===== config.mk =====
export PLATFORM = sky130hd
export DESIGN_NAME = websocket_frame_deframer
export DESIGN_NICKNAME = d
export VERILOG_FILES = /design/src/sv/wsfd_pkg.sv /design/src/sv/websocket_frame_deframer.sv
export SDC_FILE = /design/constraint.sdc
export NUM_CORES = 1
export LEC_CHECK = 0
export ABC_AREA = 1
export BUFFER_PORTS_ARGS = -buffer_cell sky130_fd_sc_hd__buf_2
export CORE_MARGIN = 5
export CORE_UTILIZATION = 57
export DETAILED_ROUTE_END_ITERATION = 10
export GPL_TIMING_DRIVEN = 0
export PLACE_DENSITY = 0.81
export SLEW_MARGIN = 0
export SYNTH_ARGS = -nofsm -noshare
export SYNTH_HDL_FRONTEND = slang
export SYNTH_SLANG_ARGS = --single-unit

===== constraint.sdc =====
create_clock -name clk -period 2.36 [get_ports clk]
set_input_delay 0.118 -clock clk [delete_from_list [all_inputs] [get_ports clk]]
set_output_delay 0.118 -clock clk [all_outputs]
set_load 0.1 [all_outputs]

===== src/sv/wsfd_pkg.sv =====
// ----------------------------------------------------------------------------
// wsfd_pkg
// Shared types and codes for the WebSocket frame deframer: parse phases,
// result kinds, opcodes and header length codes.
// ----------------------------------------------------------------------------
package wsfd_pkg;

	localparam int ByteW   = 8;
	localparam int KindW   = 2;
	localparam int OpcodeW = 4;
	localparam int CountW  = 64;
	localparam int KeyW    = 32;
	localparam int ExtW    = 4;
	localparam int KeyCntW = 3;
	localparam int IdxW    = 2;
	localparam int Len7W   = 7;

	// Parse phase of the receive side.
	typedef enum logic [2:0] {
		PH_HDR0    = 3'd0,
		PH_HDR1    = 3'd1,
		PH_EXT     = 3'd2,
		PH_KEY     = 3'd3,
		PH_PAYLOAD = 3'd4,
		PH_SKIP    = 3'd5
	} phase_t;

	typedef logic [KindW-1:0]   kind_t;
	typedef logic [OpcodeW-1:0] opcode_t;

	localparam kind_t KIND_DATA  = 2'd0;
	localparam kind_t KIND_PING  = 2'd1;
	localparam kind_t KIND_CLOSE = 2'd2;
	localparam kind_t KIND_EMPTY = 2'd3;

	localparam opcode_t OP_CLOSE = 4'h8;
	localparam opcode_t OP_PING  = 4'h9;

	localparam logic [Len7W-1:0] LEN_EXT16 = 7'd126;
	localparam logic [Len7W-1:0] LEN_EXT64 = 7'd127;

	localparam logic [ExtW-1:0]    EXT16_BYTES = 4'd2;
	localparam logic [ExtW-1:0]    EXT64_BYTES = 4'd8;
	localparam logic [KeyCntW-1:0] KEY_BYTES   = 3'd4;

endpackage


===== src/sv/websocket_frame_deframer.sv =====
// ----------------------------------------------------------------------------
// websocket_frame_deframer
// Receive-side WebSocket frame parser: takes one stream byte per request,
// tracks header, extended length and masking key, and emits unmasked payload
// bytes and close / empty-message events.
// ----------------------------------------------------------------------------
//
//  Channel | Direction | Handshake            | Payload
//  --------+-----------+----------------------+----------------------------------
//  input   | in        | in_valid / in_stall  | in_byte, restart
//  output  | out       | out_valid / out_stall| out_byte, result_kind,
//          |           |                      | frame_opcode, frame_fin,
//          |           |                      | last_of_frame
//
// One input request is accepted every cycle while the input is not stalled. Each
// accepted byte is handled in the cycle it is accepted: the parse state registers
// update at that edge and any result is loaded into the output register, so a
// result appears in the cycle after its byte. The input stalls only while the
// output register holds a result that the downstream side is stalling; when the
// held result is taken in the same cycle, a new byte is accepted alongside. The
// asynchronous reset (arst_n low) returns the parser to expecting a first header
// byte and empties the output register.
//
module websocket_frame_deframer (
	input  logic                         clk,
	input  logic                         arst_n,

	input  logic                         in_valid,
	output logic                         in_stall,
	input  logic [wsfd_pkg::ByteW-1:0]   in_byte,
	input  logic                         restart,

	output logic                         out_valid,
	input  logic                         out_stall,
	output logic [wsfd_pkg::ByteW-1:0]   out_byte,
	output wsfd_pkg::kind_t              result_kind,
	output wsfd_pkg::opcode_t            frame_opcode,
	output logic                         frame_fin,
	output logic                         last_of_frame
);

	// Parse state.
	wsfd_pkg::phase_t                    phase_q, phase_d;
	logic [wsfd_pkg::ExtW-1:0]           ext_left_q, ext_left_d;
	logic [wsfd_pkg::CountW-1:0]         remaining_q, remaining_d;
	logic [wsfd_pkg::KeyW-1:0]           mask_key_q, mask_key_d;
	logic                                mask_present_q, mask_present_d;
	logic [wsfd_pkg::KeyCntW-1:0]        key_left_q, key_left_d;
	logic [wsfd_pkg::IdxW-1:0]           pay_idx_q, pay_idx_d;
	wsfd_pkg::opcode_t                   opcode_q, opcode_d;
	logic                                fin_q, fin_d;

	// Output register.
	logic                                out_valid_q;
	logic [wsfd_pkg::ByteW-1:0]          out_byte_q;
	wsfd_pkg::kind_t                     out_kind_q;
	wsfd_pkg::opcode_t                   out_opcode_q;
	logic                                out_fin_q;
	logic                                out_last_q;

	// Combinational step results.
	wsfd_pkg::phase_t                    cur_phase;
	logic                                fire;
	logic                                hdr_done;
	logic [wsfd_pkg::CountW-1:0]         length_val;
	logic [wsfd_pkg::CountW-1:0]         rem_dec;
	logic [wsfd_pkg::KeyCntW-1:0]        key_left_dec;
	logic [wsfd_pkg::ExtW-1:0]           ext_left_dec;
	logic [wsfd_pkg::Len7W-1:0]          len7;
	logic [wsfd_pkg::ByteW-1:0]          key_byte;

	logic                                res_valid;
	logic [wsfd_pkg::ByteW-1:0]          res_byte;
	wsfd_pkg::kind_t                     res_kind;
	logic                                res_last;

	// A byte may enter unless a held result is being stalled downstream.
	assign in_stall = out_valid_q & out_stall;
	assign fire     = in_valid & ~in_stall;

	// A restart byte is always parsed as a first header byte.
	assign cur_phase = restart ? wsfd_pkg::PH_HDR0 : phase_q;

	assign len7         = in_byte[wsfd_pkg::Len7W-1:0];
	assign rem_dec      = remaining_q - {{(wsfd_pkg::CountW-1){1'b0}}, 1'b1};
	assign key_left_dec = key_left_q - {{(wsfd_pkg::KeyCntW-1){1'b0}}, 1'b1};
	assign ext_left_dec = ext_left_q - {{(wsfd_pkg::ExtW-1){1'b0}}, 1'b1};

	// The first key byte sits in the top of the key word.
	always_comb begin
		case (pay_idx_q)
			2'd0:    key_byte = mask_key_q[31:24];
			2'd1:    key_byte = mask_key_q[23:16];
			2'd2:    key_byte = mask_key_q[15:8];
			default: key_byte = mask_key_q[7:0];
		endcase
	end

	// Next-state logic. When the header completes (length and key known), the
	// frame either raises an event, skipping any close payload, or moves into its payload.
	always_comb begin
		phase_d        = phase_q;
		ext_left_d     = ext_left_q;
		remaining_d    = remaining_q;
		mask_key_d     = mask_key_q;
		mask_present_d = mask_present_q;
		key_left_d     = key_left_q;
		pay_idx_d      = pay_idx_q;
		opcode_d       = opcode_q;
		fin_d          = fin_q;
		hdr_done       = 1'b0;
		length_val     = remaining_q;

		unique case (cur_phase)
			wsfd_pkg::PH_HDR0: begin
				fin_d          = in_byte[7];
				opcode_d       = in_byte[wsfd_pkg::OpcodeW-1:0];
				mask_present_d = 1'b0;
				mask_key_d     = '0;
				remaining_d    = '0;
				ext_left_d     = '0;
				key_left_d     = '0;
				pay_idx_d      = '0;
				phase_d        = wsfd_pkg::PH_HDR1;
			end
			wsfd_pkg::PH_HDR1: begin
				mask_present_d = in_byte[7];
				if (len7 == wsfd_pkg::LEN_EXT16) begin
					remaining_d = '0;
					ext_left_d  = wsfd_pkg::EXT16_BYTES;
					phase_d     = wsfd_pkg::PH_EXT;
				end else if (len7 == wsfd_pkg::LEN_EXT64) begin
					remaining_d = '0;
					ext_left_d  = wsfd_pkg::EXT64_BYTES;
					phase_d     = wsfd_pkg::PH_EXT;
				end else begin
					length_val  = {{(wsfd_pkg::CountW-wsfd_pkg::Len7W){1'b0}}, len7};
					remaining_d = length_val;
					if (in_byte[7]) begin
						key_left_d = wsfd_pkg::KEY_BYTES;
						mask_key_d = '0;
						phase_d    = wsfd_pkg::PH_KEY;
					end else begin
						hdr_done = 1'b1;
					end
				end
			end
			wsfd_pkg::PH_EXT: begin
				length_val  = {remaining_q[wsfd_pkg::CountW-wsfd_pkg::ByteW-1:0], in_byte};
				remaining_d = length_val;
				ext_left_d  = ext_left_dec;
				if (ext_left_dec == '0) begin
					if (mask_present_q) begin
						key_left_d = wsfd_pkg::KEY_BYTES;
						mask_key_d = '0;
						phase_d    = wsfd_pkg::PH_KEY;
					end else begin
						hdr_done = 1'b1;
					end
				end
			end
			wsfd_pkg::PH_KEY: begin
				mask_key_d = {mask_key_q[wsfd_pkg::KeyW-wsfd_pkg::ByteW-1:0], in_byte};
				key_left_d = key_left_dec;
				if (key_left_dec == '0) begin
					hdr_done = 1'b1;
				end
			end
			wsfd_pkg::PH_PAYLOAD: begin
				pay_idx_d   = pay_idx_q + {{(wsfd_pkg::IdxW-1){1'b0}}, 1'b1};
				remaining_d = rem_dec;
				if (rem_dec == '0) begin
					phase_d = wsfd_pkg::PH_HDR0;
				end
			end
			wsfd_pkg::PH_SKIP: begin
				remaining_d = rem_dec;
				if (rem_dec == '0) begin
					phase_d = wsfd_pkg::PH_HDR0;
				end
			end
			default: begin
				phase_d = wsfd_pkg::PH_HDR0;
			end
		endcase

		if (hdr_done) begin
			pay_idx_d = '0;
			if (opcode_q == wsfd_pkg::OP_CLOSE) begin
				phase_d = (length_val != '0) ? wsfd_pkg::PH_SKIP : wsfd_pkg::PH_HDR0;
			end else if (length_val == '0) begin
				phase_d = wsfd_pkg::PH_HDR0;
			end else begin
				phase_d = wsfd_pkg::PH_PAYLOAD;
			end
		end
	end

	// Result logic: payload bytes, or a single event when the header completes
	// for a close frame or for an empty frame.
	always_comb begin
		res_valid = 1'b0;
		res_byte  = '0;
		res_kind  = wsfd_pkg::KIND_DATA;
		res_last  = 1'b0;

		unique case (cur_phase)
			wsfd_pkg::PH_PAYLOAD: begin
				res_valid = 1'b1;
				res_byte  = mask_present_q ? (in_byte ^ key_byte) : in_byte;
				res_kind  = (opcode_q == wsfd_pkg::OP_PING) ? wsfd_pkg::KIND_PING
				                                            : wsfd_pkg::KIND_DATA;
				res_last  = (rem_dec == '0);
			end
			default: begin
				if (hdr_done) begin
					if (opcode_q == wsfd_pkg::OP_CLOSE) begin
						res_valid = 1'b1;
						res_kind  = wsfd_pkg::KIND_CLOSE;
						res_last  = 1'b1;
					end else if (length_val == '0) begin
						res_valid = 1'b1;
						res_kind  = wsfd_pkg::KIND_EMPTY;
						res_last  = 1'b1;
					end
				end
			end
		endcase
	end

	// Parse state registers.
	always_ff @(posedge clk or negedge arst_n) begin
		if (!arst_n) begin
			phase_q        <= wsfd_pkg::PH_HDR0;
			ext_left_q     <= '0;
			remaining_q    <= '0;
			mask_key_q     <= '0;
			mask_present_q <= 1'b0;
			key_left_q     <= '0;
			pay_idx_q      <= '0;
			opcode_q       <= '0;
			fin_q          <= 1'b0;
		end else if (fire) begin
			phase_q        <= phase_d;
			ext_left_q     <= ext_left_d;
			remaining_q    <= remaining_d;
			mask_key_q     <= mask_key_d;
			mask_present_q <= mask_present_d;
			key_left_q     <= key_left_d;
			pay_idx_q      <= pay_idx_d;
			opcode_q       <= opcode_d;
			fin_q          <= fin_d;
		end
	end

	// Output register valid: loaded on an accepted byte, emptied when taken.
	always_ff @(posedge clk or negedge arst_n) begin
		if (!arst_n) begin
			out_valid_q <= 1'b0;
		end else if (fire) begin
			out_valid_q <= res_valid;
		end else if (!out_stall) begin
			out_valid_q <= 1'b0;
		end
	end

	// Output payload. The opcode and FIN shown are those of the frame in hand.
	always_ff @(posedge clk) begin
		if (fire && res_valid) begin
			out_byte_q   <= res_byte;
			out_kind_q   <= res_kind;
			out_opcode_q <= opcode_q;
			out_fin_q    <= fin_q;
			out_last_q   <= res_last;
		end
	end

	assign out_valid     = out_valid_q;
	assign out_byte      = out_byte_q;
	assign result_kind   = out_kind_q;
	assign frame_opcode  = out_opcode_q;
	assign frame_fin     = out_fin_q;
	assign last_of_frame = out_last_q;

endmodule

==> results.sh <==
export IMPL_grt_first_pass_wirelength_um=48300
export IMPL_io_buffers=30
export IMPL_final_cell_mix="365 x nand2_1, 146 x inv_1, 133 x o21ai_0"
export IMPL_fin_crit_ps=2600
export IMPL_arrival_ps=2920
export IMPL_failed_checks="setup timing"
export IMPL_startpoint="remaining_q[3]$_DFFE_PN0P_"
export IMPL_critPathLaunchType="flop"
export IMPL_synth_edf_count=16
export IMPL_cts_buffers=17
export IMPL_start_util_pct=57.8
export IMPL_fin_worst_skew_ps=11.8
export IMPL_r2r_setup_slack_ps=-240
export IMPL_cts_buffer_depth=2
export IMPL_tightest_slew_ps=700
export IMPL_ys_seq_area_share_pct=38.5
export IMPL_drive_gt1_share_pct=20.1
export IMPL_wl_um=31100
export IMPL_antenna_left=0
export IMPL_synth_cell_types=41
export IMPL_reg2reg_depth=16
export IMPL_die_h_um=134
export IMPL_hpwlAfterDp_um=21600
export IMPL_io_pins=31
export IMPL_drtIter0Drc=1345
export IMPL_crit_end="phase_q[2]$_DFFE_PN0P_"
export IMPL_synthFlopType="dfrtp_1"
export IMPL_drv_slew=0
export IMPL_clk_pin_slew_ps=70
export IMPL_wl_per_cell_um=19.5
export IMPL_ys_async_sr_fraction_pct=87.8
export IMPL_fin_nets=1420
export IMPL_h_tree_depth=4
export IMPL_fp_row_count=45
export IMPL_finalInstanceArea_mm2=0.0106
export IMPL_dr_pass1_iters=6
export IMPL_fmax_mhz=384
export IMPL_mostFrequentLayoutCell="nand2_1"
export IMPL_core_mm2=0.0151
export IMPL_critPathMaxFanout=5
export IMPL_antenna_cells=0
export IMPL_syn_to_final_growth_pct=21.4
export IMPL_clkSinkCount=131
export IMPL_setup_ws_ps=-243
export IMPL_slowest_delay_ps=450
export IMPL_antenna_found_initial=0
export IMPL_vias=9741
export IMPL_place_gp_congestion=1.02
export IMPL_reg2reg_from="remaining_q[3]$_DFFE_PN0P_"
export IMPL_grt_max_degree=68
export IMPL_drv_cap=0
export IMPL_setup_violations=20
export IMPL_tritoncts="yes"
export IMPL_crit_chain="nor2_2, nand3_2, inv_1, nand2_4, nor2_4, nor2_1, nor2_2, nand2_1, nor2_1, nand3_2, nor2_2, nand3_2, nand2_2, nand2_2, nand2_1, nand2_1"
export IMPL_root_buffer="clkbuf_16"
export IMPL_synth_net_count=1327
export IMPL_hp_class="primary input to flop"
export IMPL_end_kind="flop"
export IMPL_finalCritPeriodShare_pct=110
export IMPL_worstSetupPathType="flop to flop"
export IMPL_slowest_stage="dfrtp_2"
export IMPL_synth_area_mm2=0.00872
export IMPL_place_area_mm2=0.00914
export IMPL_overflow=0
export IMPL_required_ps=2680
export IMPL_finalHoldViolCount=0
export IMPL_synth_seq_cells=131
export IMPL_die_width_um=134
export IMPL_status="finished, violations left"
export IMPL_drcViolationCount=0
export IMPL_rsz0062_at_grt="yes"
export IMPL_synth_cells=1304
export IMPL_slew_limit_headroom_pct=53.3
export IMPL_viasPerCell=6.10
export IMPL_synth_area_per_cell_um2=6.69
export IMPL_die_area_mm2=0.0179
export IMPL_worstReg2RegEnd="phase_q[2]$_DFFE_PN0P_"
export IMPL_grt_pass1_vias=8987
export IMPL_worstSkewPairLatency_ps=440
export IMPL_track_usage_pct=34.6
export IMPL_yosysWarnings=0
## cell families (layout without fill, tap and decap cells)
kind of cell / after synthesis / after routing / share of synthesized area, %
AO/OA/AOI/OAI: 221 / 221 / 14.2
XOR/XNOR: 16 / 16 / 1.69
adder cells (fa/ha/maj): 10 / 10 / 1.43
buffers and inverters: 204 / 310 / 8.82
flip-flops: 131 / 131 / 38.5
AND/OR/NAND/NOR: 722 / 722 / 35.3
## critical path, delay by kind of cell, from the launching register on
family / cells / cell delay (ps)
simple gates: 15 / 1890
buf+inv: 1 / 150
flops: 1 / 450
## how the worst min path moves through the flow
stage,from,endpoint,cells past startpoint
floorplan,arst_n,ext_left_q[0]$_DFFE_PN0P_,0
global placement,out_stall,out_valid$_DFFE_PN0P_,3
detailed placement,arst_n,mask_key_q[23]$_DFFE_PN0P_,1
CTS,in_byte[5],mask_key_q[5]$_DFFE_PN0P_,3
global route,in_byte[5],mask_key_q[5]$_DFFE_PN0P_,3
finish,in_byte[7],mask_present_q$_DFFE_PN0P_,3
## registers in the layout (all words and copies together) (netlist names), 2 cells and up
register,cells
result_kind,2
frame_opcode,4
opcode_q,4
pay_idx_q,2
mask_key_q,32
ext_left_q,4
remaining_q,64
key_left_q,3
phase_q,3
out_byte,8
## timing repair
action	in CTS	in global routing
gates resized for setup	113	62
pin swaps	27	16
hold buffers	2	0
setup buffers	28	13
endpoints found under the hold margin	49	0
endpoints found under the setup margin	62	115
## cells in the mapped netlist, drive strengths merged, types with 2 or more instances
| library cell | n | area (um^2) |
|---|---|---|
| xnor2 | 4 | 35.0 |
| o211ai | 2 | 15.0 |
| nand3 | 63 | 335 |
| nor3b | 2 | 15.0 |
| nor3 | 21 | 110 |
| buf | 7 | 30.0 |
| o221ai | 2 | 17.5 |
| nand4 | 7 | 43.8 |
| nand2 | 403 | 1570 |
| a221oi | 8 | 70.1 |
| o21ai | 138 | 691 |
| nor2 | 212 | 908 |
| nor4 | 11 | 81.3 |
| o22ai | 60 | 375 |
| edfxtp | 16 | 480 |
| a21oi | 5 | 25.0 |
| xor2 | 12 | 113 |
| inv | 164 | 616 |
| clkinv | 4 | 15.0 |
| and2 | 3 | 18.8 |
| dfrtp | 115 | 2880 |
| ha | 10 | 125 |
| clkbuf | 29 | 109 |
## per-stage QoR
stage / std cells / TNS, ps / utilization, % / worst slack (ps) / hold WS, ps
detailed placement: 1523 / -12610 / 60.6 / -557 / 91.6
CTS: 1585 / -823 / 68.6 / -64.3 / 24.5
floorplan: 1304 / 0 / - / 74.4 / -178
global route: 1598 / -5840 / 70.1 / -378 / 53.7
global placement: 1522 / -50060 / 60.4 / -507 / 365
finish: 1598 / -3600 / 70.1 / -243 / 55.2
## layout make-up
class                      instances  area [um^2]
clock inverter                    15          163
inverter                         168          647
multi-input combinational        969         5050
buffer                            36          151
tap                              188          235
clock buffer                      17          425
fill                            1247         4510
timing repair buffer              74          537
sequential                       131         3370
## per-layer routing
metal	routed length (um)	track usage (%)	part of all wire (%)
met3	3690	8.87	12
met1	12400	47.8	40
met5	0	0	0
met2	13700	52.4	44
met4	1360	13.3	4.4
Power is left out: the tool's default activity adds up to more than one toggle a clock period on the data nets, which glitch-free logic cannot reach.
